## config.mk

```make
export PLATFORM = sky130hd
export DESIGN_NAME = deque_bag_store
export DESIGN_NICKNAME = d
export VERILOG_FILES = /design/src/rtl/core/dbs_pkg.sv /design/src/rtl/core/dbs_ram.sv /design/src/rtl/core/deque_bag_store.sv
export SDC_FILE = /design/constraint.sdc
export NUM_CORES = 2
export LEC_CHECK = 0
export BUFFER_PORTS_ARGS = -buffer_cell sky130_fd_sc_hd__buf_2
export CELL_PAD_IN_SITES_DETAIL_PLACEMENT = 0
export CELL_PAD_IN_SITES_GLOBAL_PLACEMENT = 1
export CORE_ASPECT_RATIO = 0.75
export CORE_MARGIN = 4
export CORE_UTILIZATION = 48
export CTS_CLUSTER_SIZE = 40
export DETAILED_ROUTE_END_ITERATION = 6
export PLACE_DENSITY_LB_ADDON = 0.1
export RECOVER_POWER = 50
export SYNTH_ARGS = -nofsm -noshare
export SYNTH_HDL_FRONTEND = slang
export SYNTH_SLANG_ARGS = --single-unit
```

## constraint.sdc

```tcl
create_clock -name clk -period 5.3 [get_ports clk]
set_input_delay 0 -clock clk [delete_from_list [all_inputs] [get_ports clk]]
set_output_delay 0 -clock clk [all_outputs]
set_load 0.1 [all_outputs]
```

## src/rtl/core/dbs_pkg.sv

```systemverilog
// shared types, widths and codes for the double-ended queue with search
// no dependencies

package dbs_pkg;

    localparam int DEPTH      = 64;
    localparam int VALUE_BITS = 32;
    localparam int IDX_BITS   = $clog2(DEPTH);
    localparam int CNT_BITS   = $clog2(DEPTH + 1);

    typedef logic [IDX_BITS-1:0]   idx_t;
    typedef logic [CNT_BITS-1:0]   count_t;
    typedef logic [VALUE_BITS-1:0] value_t;
    typedef logic [2:0]            func_t;
    typedef logic [1:0]            status_t;

    localparam func_t FN_ADD_FRONT = 3'd0;
    localparam func_t FN_ADD_BACK  = 3'd1;
    localparam func_t FN_REM_FRONT = 3'd2;
    localparam func_t FN_REM_BACK  = 3'd3;
    localparam func_t FN_CONTAINS  = 3'd4;
    localparam func_t FN_REM_VALUE = 3'd5;

    localparam status_t STAT_OK    = 2'd0;
    localparam status_t STAT_EMPTY = 2'd1;
    localparam status_t STAT_FULL  = 2'd2;

    // ring slot of the entry at a given offset from the front
    function automatic idx_t ring_pos(input idx_t head, input count_t off);
        return head + off[IDX_BITS-1:0];
    endfunction

endpackage

```

## src/rtl/core/dbs_ram.sv

```systemverilog
// generic simple dual-port ram: one write port, one registered read port
// no dependencies

module dbs_ram #(
    parameter int ADDR_BITS = 6,
    parameter int DATA_BITS = 32
) (
    input  logic                 clk,
    input  logic                 we,
    input  logic [ADDR_BITS-1:0] waddr,
    input  logic [DATA_BITS-1:0] wdata,
    input  logic [ADDR_BITS-1:0] raddr,
    output logic [DATA_BITS-1:0] rdata
);

    logic [DATA_BITS-1:0] mem [0:(1 << ADDR_BITS)-1];
    logic [DATA_BITS-1:0] rdata_reg;

    always_ff @(posedge clk)
    begin
        if (we)
        begin
            mem[waddr] <= wdata;
        end
        rdata_reg <= mem[raddr];
    end

    assign rdata = rdata_reg;

endmodule

```

## src/rtl/core/deque_bag_store.sv

```systemverilog
// bounded double-ended queue with value search and removal, top level; uses dbs_pkg and dbs_ram
// each word: the update state, then reads of the front and back entries, then the result register
// contains: the scan steps through the entries from the front and stops at the first match or after the last entry
// remove value: scan to the match then shift a word a cycle towards the front to close the gap
// flow: one word at a time; the next word can be taken in the same cycle as the result is presented
// reset clears head, count and control; ring contents need no clearing

module deque_bag_store (
    input  logic        clk,
    input  logic        rst_n,
    input  logic        in_valid,
    output logic        in_stall,
    input  logic [2:0]  func,
    input  logic [31:0] item_value,
    output logic        out_valid,
    input  logic        out_stall,
    output logic [1:0]  status,
    output logic        found,
    output logic [31:0] front_value,
    output logic [31:0] back_value,
    output logic [6:0]  count,
    output logic        is_empty
);

    localparam logic [2:0] ST_IDLE  = 3'd0;
    localparam logic [2:0] ST_EXEC  = 3'd1;
    localparam logic [2:0] ST_SCAN  = 3'd2;
    localparam logic [2:0] ST_SHIFT = 3'd3;
    localparam logic [2:0] ST_READF = 3'd4;
    localparam logic [2:0] ST_READB = 3'd5;
    localparam logic [2:0] ST_LATCH = 3'd6;
    localparam logic [2:0] ST_DONE  = 3'd7;

    logic [2:0]        state_reg, state_next;
    dbs_pkg::func_t    func_reg, func_next;
    dbs_pkg::value_t   value_reg, value_next;
    dbs_pkg::idx_t     head_reg, head_next;
    dbs_pkg::count_t   count_reg, count_next;
    dbs_pkg::count_t   idx_reg, idx_next;
    dbs_pkg::status_t  stat_reg, stat_next;
    logic              found_reg, found_next;
    dbs_pkg::value_t   front_reg, front_next;
    dbs_pkg::value_t   back_reg, back_next;

    logic              out_valid_reg, out_valid_next;
    dbs_pkg::status_t  out_status_reg, out_status_next;
    logic              out_found_reg, out_found_next;
    dbs_pkg::value_t   out_front_reg, out_front_next;
    dbs_pkg::value_t   out_back_reg, out_back_next;
    dbs_pkg::count_t   out_count_reg, out_count_next;
    logic              out_empty_reg, out_empty_next;

    logic              ram_we;
    dbs_pkg::idx_t     ram_waddr;
    dbs_pkg::value_t   ram_wdata;
    dbs_pkg::idx_t     ram_raddr;
    dbs_pkg::value_t   ram_rdata;

    dbs_pkg::count_t   idx_plus1;
    dbs_pkg::count_t   idx_plus2;
    logic              full;
    logic              empty;

    dbs_ram #(
        .ADDR_BITS (dbs_pkg::IDX_BITS),
        .DATA_BITS (dbs_pkg::VALUE_BITS)
    ) u_ram (
        .clk   (clk),
        .we    (ram_we),
        .waddr (ram_waddr),
        .wdata (ram_wdata),
        .raddr (ram_raddr),
        .rdata (ram_rdata)
    );

    assign idx_plus1 = idx_reg + dbs_pkg::count_t'(1);
    assign idx_plus2 = idx_reg + dbs_pkg::count_t'(2);
    assign full      = (count_reg == dbs_pkg::count_t'(dbs_pkg::DEPTH));
    assign empty     = (count_reg == '0);

    always_comb
    begin
        state_next      = state_reg;
        func_next       = func_reg;
        value_next      = value_reg;
        head_next       = head_reg;
        count_next      = count_reg;
        idx_next        = idx_reg;
        stat_next       = stat_reg;
        found_next      = found_reg;
        front_next      = front_reg;
        back_next       = back_reg;
        out_valid_next  = out_valid_reg && out_stall;
        out_status_next = out_status_reg;
        out_found_next  = out_found_reg;
        out_front_next  = out_front_reg;
        out_back_next   = out_back_reg;
        out_count_next  = out_count_reg;
        out_empty_next  = out_empty_reg;
        ram_we          = 1'b0;
        ram_waddr       = head_reg;
        ram_wdata       = value_reg;
        ram_raddr       = head_reg;

        case (state_reg)
            ST_IDLE:
            begin
                if (in_valid)
                begin
                    func_next  = func;
                    value_next = item_value[dbs_pkg::VALUE_BITS-1:0];
                    stat_next  = dbs_pkg::STAT_OK;
                    found_next = 1'b0;
                    state_next = ST_EXEC;
                end
            end
            ST_EXEC:
            begin
                state_next = ST_READF;
                if ((func_reg inside {dbs_pkg::FN_ADD_FRONT, dbs_pkg::FN_ADD_BACK}) && full)
                begin
                    stat_next = dbs_pkg::STAT_FULL;
                end
                else
                begin
                    case (func_reg)
                        dbs_pkg::FN_ADD_FRONT:
                        begin
                            head_next  = head_reg - dbs_pkg::idx_t'(1);
                            ram_we     = 1'b1;
                            ram_waddr  = head_reg - dbs_pkg::idx_t'(1);
                            count_next = count_reg + dbs_pkg::count_t'(1);
                        end
                        dbs_pkg::FN_ADD_BACK:
                        begin
                            ram_we     = 1'b1;
                            ram_waddr  = dbs_pkg::ring_pos(head_reg, count_reg);
                            count_next = count_reg + dbs_pkg::count_t'(1);
                        end
                        dbs_pkg::FN_REM_FRONT:
                        begin
                            if (empty)
                            begin
                                stat_next = dbs_pkg::STAT_EMPTY;
                            end
                            else
                            begin
                                head_next  = head_reg + dbs_pkg::idx_t'(1);
                                count_next = count_reg - dbs_pkg::count_t'(1);
                            end
                        end
                        dbs_pkg::FN_REM_BACK:
                        begin
                            if (empty)
                            begin
                                stat_next = dbs_pkg::STAT_EMPTY;
                            end
                            else
                            begin
                                count_next = count_reg - dbs_pkg::count_t'(1);
                            end
                        end
                        dbs_pkg::FN_CONTAINS, dbs_pkg::FN_REM_VALUE:
                        begin
                            if (empty)
                            begin
                                if (func_reg == dbs_pkg::FN_REM_VALUE)
                                begin
                                    stat_next = dbs_pkg::STAT_EMPTY;
                                end
                            end
                            else
                            begin
                                idx_next   = '0;
                                ram_raddr  = head_reg;
                                state_next = ST_SCAN;
                            end
                        end
                        default:
                        begin
                        end
                    endcase
                end
            end
            ST_SCAN:
            begin
                // read data is the entry at offset idx; prefetch the next one
                ram_raddr = dbs_pkg::ring_pos(head_reg, idx_plus1);
                if (ram_rdata == value_reg)
                begin
                    found_next = 1'b1;
                    state_next = ST_READF;
                    if (func_reg == dbs_pkg::FN_REM_VALUE)
                    begin
                        if (idx_plus1 < count_reg)
                        begin
                            state_next = ST_SHIFT;
                        end
                        else
                        begin
                            count_next = count_reg - dbs_pkg::count_t'(1);
                        end
                    end
                end
                else if (idx_plus1 == count_reg)
                begin
                    state_next = ST_READF;
                end
                else
                begin
                    idx_next = idx_plus1;
                end
            end
            ST_SHIFT:
            begin
                // move entry idx+1 into slot idx
                ram_we    = 1'b1;
                ram_waddr = dbs_pkg::ring_pos(head_reg, idx_reg);
                ram_wdata = ram_rdata;
                ram_raddr = dbs_pkg::ring_pos(head_reg, idx_plus2);
                idx_next  = idx_plus1;
                if (idx_plus2 >= count_reg)
                begin
                    count_next = count_reg - dbs_pkg::count_t'(1);
                    state_next = ST_READF;
                end
            end
            ST_READF:
            begin
                ram_raddr  = head_reg;
                state_next = ST_READB;
            end
            ST_READB:
            begin
                front_next = ram_rdata;
                ram_raddr  = dbs_pkg::ring_pos(head_reg, count_reg - dbs_pkg::count_t'(1));
                state_next = ST_LATCH;
            end
            ST_LATCH:
            begin
                back_next  = ram_rdata;
                state_next = ST_DONE;
            end
            ST_DONE:
            begin
                if (!out_valid_reg || !out_stall)
                begin
                    out_valid_next  = 1'b1;
                    out_status_next = stat_reg;
                    out_found_next  = found_reg;
                    out_front_next  = empty ? '0 : front_reg;
                    out_back_next   = empty ? '0 : back_reg;
                    out_count_next  = count_reg;
                    out_empty_next  = empty;
                    state_next      = ST_IDLE;
                end
            end
            default:
            begin
                state_next = ST_IDLE;
            end
        endcase
    end

    always_ff @(posedge clk or negedge rst_n)
    begin
        if (!rst_n)
        begin
            state_reg     <= ST_IDLE;
            head_reg      <= '0;
            count_reg     <= '0;
            out_valid_reg <= 1'b0;
        end
        else
        begin
            state_reg     <= state_next;
            head_reg      <= head_next;
            count_reg     <= count_next;
            out_valid_reg <= out_valid_next;
        end
    end

    always_ff @(posedge clk)
    begin
        func_reg       <= func_next;
        value_reg      <= value_next;
        idx_reg        <= idx_next;
        stat_reg       <= stat_next;
        found_reg      <= found_next;
        front_reg      <= front_next;
        back_reg       <= back_next;
        out_status_reg <= out_status_next;
        out_found_reg  <= out_found_next;
        out_front_reg  <= out_front_next;
        out_back_reg   <= out_back_next;
        out_count_reg  <= out_count_next;
        out_empty_reg  <= out_empty_next;
    end

    assign in_stall    = (state_reg != ST_IDLE);
    assign out_valid   = out_valid_reg;
    assign status      = out_status_reg;
    assign found       = out_found_reg;
    assign front_value = out_front_reg;
    assign back_value  = out_back_reg;
    assign count       = out_count_reg;
    assign is_empty    = out_empty_reg;

    a_count_bound: assert property (@(posedge clk) disable iff (!rst_n)
        count_reg <= dbs_pkg::count_t'(dbs_pkg::DEPTH))
        else $error("entry count beyond depth");

    a_write_state: assert property (@(posedge clk) disable iff (!rst_n)
        ram_we |-> (state_reg == ST_EXEC || state_reg == ST_SHIFT))
        else $error("ring written outside an update state");

    a_count_step: assert property (@(posedge clk) disable iff (!rst_n)
        (state_reg == ST_IDLE) |=>
            (count_reg == $past(count_reg) && head_reg == $past(head_reg)))
        else $error("store changed without an operation");

    a_empty_flag: assert property (@(posedge clk) disable iff (!rst_n)
        out_valid_reg |-> (out_empty_reg == (out_count_reg == '0)))
        else $error("empty flag disagrees with count");

    a_found_op: assert property (@(posedge clk) disable iff (!rst_n)
        (state_reg == ST_SHIFT) |-> (found_reg && func_reg == dbs_pkg::FN_REM_VALUE))
        else $error("shift without a matched removal");

endmodule

```

==> out/metrics.cfg <==
[run_status]
status=finished, violations left
violations=max-capacitance violations, max-slew violations

[final_layout]
synthToLayoutAreaGrowth_pct=14.8
nFillCells=15275
largest_register_ff_count=2048
final_nets=6726
final_cells=9359
regMostFlops=u_ram.mem
final_layout_size_suffix_gt1_frac=0.109

[sta]
tns_ns=0
finClkSkew_ns=0.0268
finalHoldViolations=0
slew_headroom=-1.05
post-route-min-period_ns=5.20
setup_viol=0
worstMarginPinSlew_ns=3.07
rsz0062_at_grt=false
fmax_mhz=192
maxSlewViolCount=1854
timing.final.crit_share=0.981

[critical_path]
cp_common_cell=ha_1
r2r_slack_ns=0.1
end_kind=flip-flop
crit_type=reg2reg
crit_arrival_ns=5.92
critPathBufInv=3
cp_top_family=compound AO/OA/AOI/OAI gates
worstPathCellList=inv_1 > ha_1 > xor2_1 > a22oi_1 > o21ai_0 > ha_1 > nor2b_1 > o21ai_1 > a211oi_2 > o31ai_4 > buf_12 > buf_4 > a211oi_1 > nor4_4 > o22ai_1 > a221o_1
crit_fanout=34
crit_path_start_kind=flip-flop
cp.required_ns=6.02
cpPeakStageDelay_ns=0.61
crit_slowest_cell=nor4_4

[clocking]
clock_sinks=2281
h-tree-depth=4
clk_latency_ns=0.84
cts_root_buffer=clkbuf_16
cts_tree=built
cts_buffers=216
clkTransAtPathRegs_ns=0.07
cts_max_path_buffers=3

[global_routing]
antenna_found_initial=16
met1_usage=0.436
grt_pass1_vias=53263
use_met2=0.400
grt_busiest_layer=met1
grt_max_degree=130
grt_usage=0.283
grt_overflow_total=0
grt_pass1_wl_um=399000
met3_usage=0.0772

[yosys]
synth_area_per_cell_um2=14.3
synth_cell_types=76
synthFlopType=edfxtp_1
synth_warnings=0
synth_area_um2=90900
synth.most_common_cell=edfxtp_1
synth_edf_count=2232
yosysTopAreaCell=edfxtp_1
syn_nets=6423
synth_top_area_frac=0.737
async_flop_share=0.00745
postSynthRegisterBits=2281
synth_area_leaders=edfxtp_1, nand2_1, a211oi_1
ys_top_cells_by_count=edfxtp_1, nand2_1, nand3_1
synth-seq-area-share=0.749
syn_inst=6345

[drt]
ant_nets=0
drt_iter0_drc=7742
routed_wl_um=283000
wl_per_cell_um=30.2
drc=0
avgViaCountPerCell=6.05
dr.pass1.iters=6
vias=56660

[place]
dp_hpwl_um=163000
place.gp.congestion=0.859
dp_cells=8856
io_buffers=115

[min_path]
min-delay-path-class=in2reg

[die]
die_area_um2=197000
die_height_um=385
num_rows=138
core_um2=189000
start_util=0.482
ioPinCount=116
die_x_um=511

[run]
max_cap_violations=42

==> cell type report <==
class                   count  area (um2)  area share
flip-flops and latches   2281       68100       0.652
multi-input cells        3598       21800       0.209
clock buffers             294        5900      0.0566
repair buffers            517        4220      0.0404
well taps                2520        3150      0.0302
clock inverters           109        1120      0.0108
inverters                  34         128     0.00122
diodes                      6        15.0    0.000144
==> placed cells by master, fill, tap and decap left out, types with 7 or more instances in the layout <==
cell and instances:
nor4_4 11, nor3_1 9, clkinv_1 40, nand2_1 1113
xor2_1 44, o21ai_0 20, mux2i_1 274, inv_1 33
clkbuf_16 221, dlygate4sd3_1 75, and2_1 19, buf_12 52
a21oi_1 20, o22ai_1 35, bufinv_16 21, buf_4 245
clkinvlp_4 8, clkbuf_8 10, nor2_4 71, a211oi_1 543
and3_1 276, clkbuf_1 179, ha_1 36, xnor2_1 23
nand3_1 741, a21o_1 7, dfrtp_1 17, buf_2 26
nor4_1 56, or3_1 8, a221o_1 30, and2_0 51
edfxtp_1 2232, nor2_1 28, dfxtp_1 32, clkinv_2 30
nand4_1 73
==> layer usage <==
metal | share of wire | vias up
met2 | 0.42 | 2668
li1 | - | 24891
met4 | 0.027 | 2
met1 | 0.45 | 28759
met5 | 0.000032 | -
met3 | 0.11 | 340
==> path summary, 6_finish.rpt <==
path / endpoint / startpoint / cells past startpoint
setup reg to reg: u_ram.rdata[21]$_DFF_P_ / count_reg[1]$_DFFE_PN0P_ / 16
hold reg to reg: status[0]$_DFFE_PP_ / stat_reg[0]$_SDFFCE_PN0P_ / 0
max in group asynchronous: count_reg[2]$_DFFE_PN0P_ / rst_n / 3
setup / recovery: u_ram.rdata[21]$_DFF_P_ / count_reg[1]$_DFFE_PN0P_ / 16
hold / removal: state_reg[0]$_DFFE_PN0P_ / in_valid / 4
min in group asynchronous: head_reg[1]$_DFFE_PN0P_ / rst_n / 3
==> tightest hold or removal path, cell delays in order <==
cell	delay, ns
dlygate4sd3_1	0.54
buf_2	0.13
o2bb2ai_1	0.08
a21oi_1	0.11
==> timing repair <==
action                                 CTS  global route
hold buffers                            75             0
gates cloned                             1             2
setup endpoints to repair               14            23
resized for setup                       18             6
pin swaps                                1             8
buffers inserted                         0            15
endpoints found under the hold margin  133             0
==> metrics by stage <==
stage / util / instance area [um2] / hold WS (ns) / worst slack, ns
after floorplan: - / 90900 / -0.296 / 0.0314
after global placement: 0.512 / 96600 / -0.0237 / -0.845
after detailed placement: 0.512 / 96600 / -0.0239 / -0.684
after CTS: 0.554 / 105000 / 0.00651 / 0.0149
after global routing: 0.554 / 104000 / 0.0720 / 0.0147
final: 0.554 / 104000 / 0.0703 / 0.0992
==> cells by family after synthesis <==
group | count (synthesis) | share of synthesized area
xor gates and xnor gates | 67 | 0.00645
muxes | 277 | 0.0306
DFF | 2281 | 0.749
AOI/OAI and AO/OA | 715 | 0.0593
and+or+nand+nor | 2497 | 0.129
buffers and inverters | 469 | 0.0206
adders and majority gates | 39 | 0.00561
Power is left out: the tool's default activity adds up to more than one toggle a clock period on the data nets, which glitch-free logic cannot reach.
